`config.mk`:
```
export PLATFORM = sky130hd
export DESIGN_NAME = zpwf_controller
export DESIGN_NICKNAME = d
export VERILOG_FILES = /design/src/rtl/zpwf_pkg.sv /design/src/rtl/zpwf_controller.sv
export SDC_FILE = /design/constraint.sdc
export NUM_CORES = 1
export LEC_CHECK = 0
export ABC_AREA = 1
export BUFFER_PORTS_ARGS = -buffer_cell sky130_fd_sc_hd__buf_2
export CORE_AREA = 2 2 39 41
export CTS_CLUSTER_DIAMETER = 80
export DETAILED_ROUTE_END_ITERATION = 6
export DIE_AREA = 0 0 41 43
export SLEW_MARGIN = 0
export SYNTH_ARGS = -nofsm -noshare
export SYNTH_HDL_FRONTEND = slang
export SYNTH_SLANG_ARGS = --single-unit
export TNS_END_PERCENT = 50
```
`constraint.sdc`:
```
create_clock -name clk -period 1.7 [get_ports clk]
set_input_delay 0.17 -clock clk [delete_from_list [all_inputs] [get_ports clk]]
set_output_delay 0.17 -clock clk [all_outputs]
set_load 0.005 [all_outputs]
```
`src/rtl/zpwf_pkg.sv`:
```
// ----------------------------------------------------------------------------
// zpwf_pkg
// Shared types and constants for the zero-padded window filter.
// ----------------------------------------------------------------------------
package zpwf_pkg;

  localparam int MAX_HEIGHT = 1024;
  localparam int ROW_W      = 10;
  localparam int DIM_W      = 11;
  localparam int VAL_W      = 14;
  localparam int SX_W       = 11;
  localparam int SQ_W       = 2 * SX_W;

  localparam logic [1:0] REG_WIDTH  = 2'd0;
  localparam logic [1:0] REG_HEIGHT = 2'd1;
  localparam logic [1:0] REG_MODE   = 2'd2;

  localparam logic REQ_PIXEL = 1'b0;
  localparam logic REQ_DRAIN = 1'b1;

  typedef enum logic [1:0] {
    MODE_LAP        = 2'd0,
    MODE_LAP_CENTRE = 2'd1,
    MODE_SOBEL      = 2'd2,
    MODE_BOX        = 2'd3
  } mode_t;

  typedef struct packed {
    logic [DIM_W-1:0] frame_width;
    logic [DIM_W-1:0] frame_height;
    mode_t            filter_mode;
  } cfg_t;

  typedef struct packed {
    logic       req_type;
    logic [7:0] pixel;
  } in_item_t;

  typedef struct packed {
    logic signed [VAL_W-1:0] filtered_value;
    logic                    is_last;
  } out_item_t;

  typedef enum logic [2:0] {
    ST_IDLE,
    ST_GATHER,
    ST_GLAST,
    ST_SQX,
    ST_SQY,
    ST_ROOT,
    ST_FINISH
  } state_t;

  typedef struct packed {
    logic accept;
    logic gather;
    logic sq_x;
    logic sq_y;
    logic root_step;
    logic finish;
  } cmd_t;

  typedef struct packed {
    logic emit_go;
    logic gather_last;
    logic is_sobel;
    logic root_done;
    logic out_free;
  } status_t;

endpackage

```
`src/rtl/zpwf_controller.sv`:
```
// ----------------------------------------------------------------------------
// zpwf_controller
// Sequencer: accept, gather window, optional root, load result.
// ----------------------------------------------------------------------------
module zpwf_controller (
  input  logic               clk,
  input  logic               rst,
  input  logic               req_valid,
  output logic               req_ready,
  input  zpwf_pkg::status_t  status,
  output zpwf_pkg::cmd_t     cmd
);

  zpwf_pkg::state_t state, state_next;

  always_ff @(posedge clk) begin
    if (rst) begin
      state <= zpwf_pkg::ST_IDLE;
    end else begin
      state <= state_next;
    end
  end

  always_comb begin
    state_next = state;
    unique case (state)
      zpwf_pkg::ST_IDLE: begin
        if (req_valid && status.emit_go) state_next = zpwf_pkg::ST_GATHER;
      end
      zpwf_pkg::ST_GATHER: begin
        if (status.gather_last) state_next = zpwf_pkg::ST_GLAST;
      end
      zpwf_pkg::ST_GLAST: begin
        state_next = status.is_sobel ? zpwf_pkg::ST_SQX : zpwf_pkg::ST_FINISH;
      end
      zpwf_pkg::ST_SQX:  state_next = zpwf_pkg::ST_SQY;
      zpwf_pkg::ST_SQY:  state_next = zpwf_pkg::ST_ROOT;
      zpwf_pkg::ST_ROOT: begin
        if (status.root_done) state_next = zpwf_pkg::ST_FINISH;
      end
      zpwf_pkg::ST_FINISH: begin
        if (status.out_free) state_next = zpwf_pkg::ST_IDLE;
      end
      default: state_next = zpwf_pkg::ST_IDLE;
    endcase
  end

  always_comb begin
    req_ready     = (state == zpwf_pkg::ST_IDLE);
    cmd           = '0;
    cmd.accept    = (state == zpwf_pkg::ST_IDLE) && req_valid;
    cmd.gather    = (state == zpwf_pkg::ST_GATHER);
    cmd.sq_x      = (state == zpwf_pkg::ST_SQX);
    cmd.sq_y      = (state == zpwf_pkg::ST_SQY);
    cmd.root_step = (state == zpwf_pkg::ST_ROOT);
    cmd.finish    = (state == zpwf_pkg::ST_FINISH) && status.out_free;
  end

endmodule

```
======== After elaboration in Yosys (flattened, before gate mapping) ========
Index checks and enable logic that the tools add are counted.
storage, ports and cells
  flip-flop bits (word level) ............. 3
  input bits .............................. 8
  output and inout bits ................... 7
  logic and storage cells ................. 22
cells by class
  eq/ne operators ......................... 10
  mux-type cells .......................... 6
  reductions and logical operators ........ 5
operators by type and width
  cell                                                   number
  one-hot mux 3 bit (7 select lines)                     1
  2-to-1 mux 3 bit                                       5
  equality test 3 bit, second input constant             3
  equality test 3 x 2 -> 1 bit, second input constant    2
  inequality test 2 bit, second input constant           3
  AND reduction 4 bit                                    1
  equality test 3 x 1 -> 1 bit, second input constant    1
  logical AND 1 bit                                      3
  zero test 3 bit                                        1
  inequality test 2 x 1 -> 1 bit, second input constant  1

======== Depth between registers and ports, before layout ========
Gate-level depths: netlist of the first run.
  word-level depth ........................ 3
  gate-level depth with buffers ........... 9
  mapped depth without buffers ............ 8

======== Least setup slack after synthesis of the first run ========
Ideal clock, no wire load.
  path type ............................... reg-to-reg
  from .................................... register state[2]
  to ...................................... register state[1]
  library setup time ...................... 113 ps
  data arrival time ....................... 934 ps
  required time ........................... 1587 ps
  slack ................................... 654 ps
  stages on the path, launching flop included .. 9
  path buffers ............................ 1
  period minus slack after synthesis ...... 1046 ps
  cell sequence ........................... dfxtp_1 -> buf_2 -> inv_2 -> nand3_2 -> nand2_2 -> nor2_4 -> nand2_1 -> nand2_1 -> nor2_1
between the ends
  longest elaborated chain between the ends .. 3
  elaborated cells between the ends (all ways) .. 13
  classes of those cells .................. 10 x eq/ne; 1 x mux; 2 x reduce/logical
RTL lines
  element                                                                            RTL line               RTL
  start, declared                                                                    zpwf_controller.sv:14  zpwf_pkg::state_t state, state_next;
  start signal, assigned                                                             zpwf_controller.sv:18  state <= zpwf_pkg::ST_IDLE;
  start signal, assigned                                                             zpwf_controller.sv:20  state <= state_next;
  equality test 3 x 1 -> 1 bit, or another cell as far along                         zpwf_controller.sv:26  unique case (state)
  inequality test 2 bit (no line) or inequality test 2 x 1 -> 1 bit (tied branches)  -
  AND reduction 4 bit (no line)                                                      -
Parallel ways exist; a longest one is shown, timed or not.
A chain may end at the register's enable or synchronous reset.

==> results of run 1 <==
## worst register-to-register path: cells and delay by family (launching register included)
kind | cells | cell delay, ns
simple gates | 6 | 0.48
flops | 1 | 0.47
buf+inv | 1 | 0.13
## cell type report
| class | count | area (um^2) |
|---|---|---|
| Fill cell | 167 | 981 |
| Multi-Input combinational cell | 34 | 189 |
| Timing Repair Buffer | 14 | 70.1 |
| Sequential cell | 3 | 60.1 |
| Inverter | 10 | 37.5 |
| Clock buffer | 4 | 26.3 |
| Tap cell | 16 | 20.0 |
## final timing paths
path,start,end,depth (start not counted)
setup / recovery,state[0]$_SDFFE_PP0P_,cmd[1],5
hold reg to reg,state[1]$_SDFFE_PP0P_,state[1]$_SDFFE_PP0P_,2
setup reg to reg,state[2]$_SDFFE_PP0P_,state[1]$_SDFFE_PP0P_,7
hold / removal,rst,state[2]$_SDFFE_PP0P_,2
## routing by layer
layer,part of all wire (%),vias to the layer above,routed length (um),track usage (%)
li1,-,183,-,-
met1,42,148,273,11.5
met2,49,11,323,12.2
met3,9.1,0,60,6.28
met4,0,0,0,6.00
met5,0,-,0,0
## cells in the mapped netlist, types with 2 or more instances
cell type and number:
nand2_1 6, nand2_2 5, nor2_1 8, nand3_1 3, nand3_2 2, dfxtp_1 3
nor2_2 2, inv_1 9
## through the flow
stage / std cells / power [uW] / util [%]
final: 81 / 602 / 29.1
after global routing: 81 / 665 / 29.1
after CTS: 81 / 616 / 29.1
after detailed placement: 77 / 485 / 27.2
after global placement: 77 / 488 / 27.2
after floorplan: 48 / 393 / -
## where the power goes
group	internal [uW]	switching (uW)	total (uW)	leakage (uW)
Combinational	138	191	329	0.000187
Clock	87.7	33.7	121	0.0000150
Sequential	97.5	54.3	152	0.0000248
## cell families (layout without fill, tap and decap cells)
| group | count (synthesis) | count (layout) | share of synthesized area (%) |
|---|---|---|---|
| DFF | 3 | 3 | 20.6 |
| AOI/OAI and AO/OA | 4 | 4 | 9.44 |
| buffers and inverters | 11 | 28 | 14.6 |
| and+or+nand+nor | 30 | 30 | 55.4 |
==> qor.yml, run 1 <==
worst_hold_path:
  holdCritPathClass: "in2reg"
status:
  outcome: "complete, no violations"
final_layout:
  synthToLayoutAreaGrowth_pct: 38.2
  nets: 74
  top_register: "state"
  layout_common_cells: "14 x buf_2, 9 x inv_1, 8 x nor2_1, 6 x nand2_1, 5 x nand2_2"
  top_regs: "state (3)"
  drive_gt1_share_pct: 46.2
  fin_area_um2: 403
  largest_reg_flops: 3
  mostFrequentLayoutCell: "buf_2"
  antennaDiodeCount: 0
global_route:
  antenna_found_initial: 0
  grt_max_degree: 9
  grt_use_total_pct: 9.61
  grt_remaining_overflow: 0
  grt_pass1_vias: 301
  grt_pass1_wl_um: 1100
cts:
  cts_buffer_depth: 2
  htreeDepth: 1
  cts_tree: "done"
  postCtsSetupBuffers: 0
  clock_latency_ns: 0.23
  cts_hold_buf: 0
  clkSinkCount: 3
  clkSlewWorstSetupHoldPaths_ns: 0.03
  numCtsBuffers: 3
  clk_root_buffer_cell: "clkbuf_4"
  cts_resized: 0
critical_path:
  critPathCaptureType: "output port"
  path_max_fanout: 7
  cp_top_family: "flip-flops"
  crit_slowest_cell: "dfxtp_1"
  cp.required_ns: 1.53
  critPathMaxStageDelay_ns: 0.45
  arrival_ns: 1.16
  crit_chain: "inv_1 > nor2_2 > inv_1 > nor2_1 > buf_2"
  startpoint_type: "flip-flop"
  rrSetupSlack_ns: 0.51
  path_common_cell: "inv_1"
  crit_type: "reg2out"
  worst-path-buf-inv: 3
route:
  routed_wl_um: 656
  drc: 0
  vias_per_cell: 4.22
  drtPass1Iterations: 4
  drtIter0Drc: 4
  drtAntennaViolNets: 0
  wl_per_cell_um: 8.10
  vias: 342
synth:
  synth_area_leader_cell: "dfxtp_1"
  synthArstFlopShare_pct: 0
  syn_nets: 56
  syn_area_per_cell_um2: 6.07
  yosysWarnings: 0
  synthTopCellsByArea: "dfxtp_1 21%, inv_1 12%, nand2_2 11%, nor2_1 10%, nand2_1 7.7%"
  ys.flop_type: "dfxtp_1"
  yosysSeqAreaShare_pct: 20.6
  synth_edf_count: 0
  synth_cell_types: 18
  syn_area_um2: 292
  synth_seq_cells: 3
  synth_top_area_share_pct: 20.6
  syn_inst: 48
die:
  fp-row-count: 14
  start_util_pct: 21.1
  die_w_um: 41
  ios: 15
  dieArea_um2: 1760
  die_h_um: 43
  core_area_um2: 1380
sta:
  worst_pin_slew_ns: 0.283
  fmax_mhz: 749
  rsz0062_at_grt: "false"
  finalClockSkew_ns: 0.000182
  fin_crit_ns: 1.33
  setup_viol: 0
  slew_viol_final: 0
  setup_tns_ns: 0
  final-hold-violation-count: 0
  slew_headroom_pct: 81.1
  fin_ws_ns: 0.365
  whs_ns: 0.112
  finalCritPeriodShare_pct: 78.5
placement:
  dp_slack_ns: 0.519
  gp_congestion: 0.721
  port_buffers: 14
  place_area_um2: 377
  dpl.hpwl_um: 550
power:
  p_leak_uw: 0.000227
  ir_worst_vdd_mv: 0.510
  power.density_nw_per_um2: 1500
flow_run:
  cap_violations: 0
Power figures use the tool's default switching activity.
==> run 2, diff against run 1 <==
==> constraint.sdc (replaced) <==
create_clock -name clk -period 1.14 [get_ports clk]
set_input_delay 0.114 -clock clk [delete_from_list [all_inputs] [get_ports clk]]
set_output_delay 0.114 -clock clk [all_outputs]
set_load 0.005 [all_outputs]
==> qor.yml, run 2 (same netlist as run 1, synthesis figures left out) <==
status:
  outcome: "complete, no violations"
die:
  core_area_um2: 1380  # unchanged
  ios: 15  # unchanged
  dieArea_um2: 1760  # unchanged
  die_h_um: 43  # unchanged
  die_w_um: 41  # unchanged
  start_util_pct: 21.1  # unchanged
  fp-row-count: 14  # unchanged
global_route:
  grt_pass1_wl_um: 1250  # +14%
  met3_usage_pct: 3.14  # -3.1 points
  top_usage_layer: "met2"
  grt_max_degree: 8  # -1
  gr-usage-met2_pct: 15.3  # +3.1 points
  grt_pass1_vias: 339  # +13%
  grt_use_total_pct: 10.2  # +0.62 points
  grt_remaining_overflow: 0  # unchanged
  met1_usage_pct: 12.2  # +0.71 points
  antenna_found_initial: 0  # unchanged
sta:
  rsz0062_at_grt: "true"
  slew_viol_final: 0  # unchanged
  finalCritPeriodShare_pct: 97.5
  final-hold-violation-count: 0  # unchanged
  slew_headroom_pct: 90.3  # +9.2 points
  setup_viol: 0  # unchanged
  setup_tns_ns: 0  # unchanged
  fin_crit_ns: 1.11
  finalClockSkew_ns: 0.00223  # +0.00205 ns
  fmax_mhz: 899
  worst_pin_slew_ns: 0.145  # -0.138 ns
critical_path:
  path_max_fanout: 7  # unchanged
  critPathMaxStageDelay_ns: 0.39  # -0.06 ns
  critPathCaptureType: "output port"
  startpoint_type: "flip-flop"
  crit_chain: "nand2_2 > nor3_2 > buf_2"
  crit_slowest_cell: "dfxtp_4"
  worst-path-buf-inv: 1  # -2
  cp.required_ns: 1.03  # -0.50 ns
  crit_type: "reg2out"
  cp_top_family: "flip-flops"
  arrival_ns: 1.00  # -0.16 ns
final_layout:
  antennaDiodeCount: 0  # unchanged
  drive_gt1_share_pct: 60.0  # +14 points
  synthToLayoutAreaGrowth_pct: 60.1
  layout_common_cells: "14 x buf_2, 7 x nor2_1, 7 x inv_1, 6 x nand2_1"
  fin_area_um2: 467  # +16%
  top_regs: "state (3)"
  top_register: "state"
  largest_reg_flops: 3  # unchanged
  final_util_pct: 33.7  # +4.6 points
  nets: 79  # +6.8%
  mostFrequentLayoutCell: "buf_2"
power:
  power_frac_clock_pct: 17.2  # -3.0 points
  ir_worst_vdd_mv: 0.822  # +61%
  power.density_nw_per_um2: 2280  # +52%
  swShare_pct: 43.5  # -2.8 points
  combPwrFrac_pct: 58.8  # +4.2 points
  net-switching-power_uw: 462  # +66%
  power_uw: 1060  # +76%
  p_int_uw: 600  # +86%
  pwr-share-seq_pct: 24.1  # -1.1 points
  p_leak_uw: 0.000256  # +13%
route:
  routed_wl_um: 714  # +8.8%
  wl_per_cell_um: 8.30  # +2.5%
  vias: 366  # +7.0%
  drtIter0Drc: 2  # -2
  drtPass1Iterations: 4  # unchanged
  drc: 0  # unchanged
  drtAntennaViolNets: 0  # unchanged
  vias_per_cell: 4.26  # +0.80%
cts:
  htreeDepth: 1  # unchanged
  clkSlewWorstSetupHoldPaths_ns: 0.04  # about the same
  cts_hold_buf: 0  # unchanged
  clock_latency_ns: 0.23  # about the same
  clkSinkCount: 3  # unchanged
  cts_buffer_depth: 2  # unchanged
  numCtsBuffers: 3  # unchanged
  cts_tree: "done"
  clk_root_buffer_cell: "clkbuf_4"
placement:
  dpl.hpwl_um: 568  # +3.2%
  place_area_um2: 407  # +8.0%
  port_buffers: 14  # unchanged
  gp_congestion: 0.696  # -3.5%
worst_hold_path:
  holdCritPathClass: "in2reg"
flow_run:
  cap_violations: 0  # unchanged
[run 2: cell types whose count changed in the layout (fill, tap and decap cells not counted), moves of 2 or more]
cell / change
buf_4: +5
dfxtp_1: -3
inv_1: -2
dfxtp_4: +3
[run 2: path summary, 6_finish.rpt]
| path | slack [ns] | end | cells after the start | start |
|---|---|---|---|---|
| max | 0.03 | cmd[0] | 3 | state[1]$_SDFFE_PP0P_ |
| min | 0.05 | state[2]$_SDFFE_PP0P_ | 2 | rst |
| min reg2reg | 0.55 | state[1]$_SDFFE_PP0P_ | 2 | state[1]$_SDFFE_PP0P_ |
| max reg2reg | 0.06 | state[1]$_SDFFE_PP0P_ | 9 | state[0]$_SDFFE_PP0P_ |
[run 2: layout make-up]
cell class | instances | area, um^2
flip-flops and latches | 3 | 71.3
repair buffers | 19 | 108
well taps | 16 | 20.0
multi-input cells | 34 | 201
clock buffers | 4 | 26.3
fillers | 171 | 917
inverters | 10 | 40.0
[run 2: routing by layer]
metal / vias up / routed length (um)
met1: 164 / 280
met3: 0 / 35
met2: 7 / 398
li1: 195 / -
met4: 0 / 0
met5: - / 0
[run 2: metrics by stage]
step           hold WS [ns]  std cells  setup slack [ns]
5_1_grt              0.0461         86           -0.0521
3_3_place_gp          0.298         81            0.0119
4_1_cts              0.0475         87           -0.0118
6_report             0.0523         86            0.0282
3_5_place_dp          0.302         81           -0.0105
2_1_floorplan         0.176         48            0.0936
[run 2: power by group through the flow]
stage / combinational (uW) / sequential, uW / clock [uW]
6_report: 624 / 256 / 182
5_1_grt: 707 / 268 / 201
2_1_floorplan: 395 / 191 / 0
3_3_place_gp: 556 / 217 / 0
4_1_cts: 619 / 241 / 193
3_5_place_dp: 559 / 219 / 0
[run 2: worst register-to-register path, delay by kind of cell, from the launching register on]
| family | cells | cell delay (ns) |
|---|---|---|
| buffers and inverters | 2 | 0.19 |
| DFF | 1 | 0.36 |
| and+or+nand+nor | 7 | 0.41 |
[run 2: timing repair]
item | CTS | global route
endpoints found under the setup margin | 8 | 9
resized for setup | 8 | 4
setup buffers | 2 | 0
pin swaps | 1 | 4
==> run 3, diff against run 2 <==
--- a/config.mk
+++ b/config.mk
@@ -7,10 +7,10 @@
 export LEC_CHECK = 0
 export ABC_AREA = 1
 export BUFFER_PORTS_ARGS = -buffer_cell sky130_fd_sc_hd__buf_2
-export CORE_AREA = 2 2 39 41
+export CORE_AREA = 4 4 41 43
 export CTS_CLUSTER_DIAMETER = 80
 export DETAILED_ROUTE_END_ITERATION = 6
-export DIE_AREA = 0 0 41 43
+export DIE_AREA = 0 0 45 47
 export SLEW_MARGIN = 0
 export SYNTH_ARGS = -nofsm -noshare
 export SYNTH_HDL_FRONTEND = slang
==> constraint.sdc (replaced) <==
create_clock -name clk -period 1.1 [get_ports clk]
set_input_delay 0.11 -clock clk [delete_from_list [all_inputs] [get_ports clk]]
set_output_delay 0.11 -clock clk [all_outputs]
set_load 0.005 [all_outputs]
==> qor.yml, run 3 (same netlist as run 1, synthesis figures left out) <==
status:
  outcome: "finished, violations left"
  violations: "negative setup slack"
route:
  drtPass1Iterations: 3  # -1
  drc: 0  # unchanged
  wl_per_cell_um: 9.78  # +18%
  drtIter0Drc: 1  # -1
  vias_per_cell: 4.20  # -1.4%
  drtAntennaViolNets: 0  # unchanged
  routed_wl_um: 900  # +26%
  vias: 386  # +5.5%
sta:
  rsz0062_at_grt: "true"
  slew_viol_final: 0  # unchanged
  fin_crit_ns: 1.13
  fin_ws_ns: -0.0321  # -0.0602 ns
  worst_pin_slew_ns: 0.142  # -0.00291 ns
  finalClockSkew_ns: 0.000640  # -0.00159 ns
  finalCritPeriodShare_pct: 103
  slew_headroom_pct: 90.5  # +0.22 points
  setup_viol: 7  # +7
  final-hold-violation-count: 0  # unchanged
  fmax_mhz: 883
placement:
  placedCellCount: 82  # +1.2%
  gp_congestion: 0.723  # +3.9%
  dp_slack_ns: -0.0520  # -0.0415 ns
  place_area_um2: 420  # +3.4%
  port_buffers: 14  # unchanged
  dpl.hpwl_um: 622  # +9.5%
power:
  ir_worst_vdd_mv: 0.918  # +12%
  p_leak_uw: 0.000310  # +21%
  power.density_nw_per_um2: 2350  # +3.4%
cts:
  htreeDepth: 1  # unchanged
  cts_tree: "done"
  clkSinkCount: 3  # unchanged
  clock_latency_ns: 0.23  # about the same
  clkSlewWorstSetupHoldPaths_ns: 0.03  # about the same
  numCtsBuffers: 3  # unchanged
  clk_root_buffer_cell: "clkbuf_4"
  cts_buffer_depth: 2  # unchanged
  cts_hold_buf: 0  # unchanged
global_route:
  grt_use_total_pct: 10.5  # +0.28 points
  grt_pass1_wl_um: 1630  # +30%
  grt_max_degree: 6  # -2
  antenna_found_initial: 0  # unchanged
  grt_remaining_overflow: 0  # unchanged
  grt_pass1_vias: 403  # +19%
final_layout:
  mostFrequentLayoutCell: "buf_2"
  fin_area_um2: 571  # +22%
  nFillCells: 152  # -11%
  top_regs: "state (3)"
  antennaDiodeCount: 0  # unchanged
  synthToLayoutAreaGrowth_pct: 95.7
  nets: 86  # +8.9%
  layout_common_cells: "13 x buf_2, 9 x buf_4, 6 x nor2_1, 6 x nand2_1, 6 x inv_1"
  drive_gt1_share_pct: 67.5  # +7.5 points
  largest_reg_flops: 3  # unchanged
  finalNonFillerCells: 92  # +7.0%
  top_register: "state"
critical_path:
  path_max_fanout: 5  # -2
  critPathCaptureType: "flip-flop"
  arrival_ns: 1.25  # +0.25 ns
  cp.required_ns: 1.22  # +0.19 ns
  crit_type: "reg2reg"
  startpoint_type: "flip-flop"
  rrSetupSlack_ns: -0.03  # -0.09 ns
die:
  core_area_um2: 1300  # -6.0%
  start_util_pct: 22.4  # +1.3 points
  die_h_um: 47  # +9.3%
  dieArea_um2: 2120  # +20%
  die_w_um: 45  # +9.8%
  fp-row-count: 13  # -1
  ios: 15  # unchanged
flow_run:
  cap_violations: 0  # unchanged
worst_hold_path:
  holdCritPathClass: "in2reg"
## run 3: what timing repair did
action | 4_1_cts | 5_1_grt
pin swaps | 2 | 3
resized for setup | 13 | 12
setup buffers | 5 | 1
setup endpoints to repair | 10 | 10
## run 3: final timing paths
path                                               to                  start  cells past startpoint
worst max register to register  state[1]$_SDFFE_PP0P_  state[1]$_SDFFE_PP0P_                      9
worst min-delay path            state[2]$_SDFFE_PP0P_                    rst                      2
worst max-delay path            state[1]$_SDFFE_PP0P_  state[1]$_SDFFE_PP0P_                      9
worst min register to register  state[0]$_SDFFE_PP0P_  state[0]$_SDFFE_PP0P_                      3
## run 3: final cells by class
type                    instances  area (um^2)  share of cell area, %
clock buffers                   4         26.3                   4.61
inverters                      10         42.5                   7.46
multi-input cells              34          234                   41.0
flip-flops and latches          3         71.3                   12.5
well taps                      15         18.8                   3.29
repair buffers                 26          178                   31.1
## run 3: per-layer routing
| layer | GRT usage [%] | routed length, um | part of all wire (%) | vias to the layer above |
|---|---|---|---|---|
| li1 | - | - | - | 206 |
| met1 | 11.6 | 332 | 37 | 173 |
| met2 | 18.6 | 518 | 58 | 7 |
| met3 | 2.68 | 49 | 5.4 | 0 |
| met4 | 5.26 | 0 | 0 | 0 |
| met5 | 0 | 0 | 0 | - |
## run 3: worst max-delay path, cell delays in order, from the launching register on
cell	delay [ns]
dfxtp_4	0.37
nand2_4	0.08
buf_6	0.10
nor2_4	0.03
nand2_2	0.08
nand2_4	0.07
nor2_4	0.14
nand2_1	0.06
nand2_1	0.06
nor2_1	0.04
## run 3: metrics by stage
| step | hold WS (ns) | utilization [%] | power (uW) | setup TNS [ns] |
|---|---|---|---|---|
| 2_1_floorplan | 0.172 | - | 608 | 0 |
| 3_5_place_dp | 0.290 | 32.3 | 844 | -0.0874 |
| 5_1_grt | 0.0484 | 43.8 | 1480 | -0.790 |
| 4_1_cts | 0.0388 | 39.8 | 1230 | -0.119 |
| 6_report | 0.0488 | 43.8 | 1340 | -0.110 |
| 3_3_place_gp | 0.291 | 32.3 | 846 | -0.0681 |
## run 3: power breakdown
group	internal (uW)	switching (uW)
logic	458	425
clock network	136	50.8
registers	175	99.0
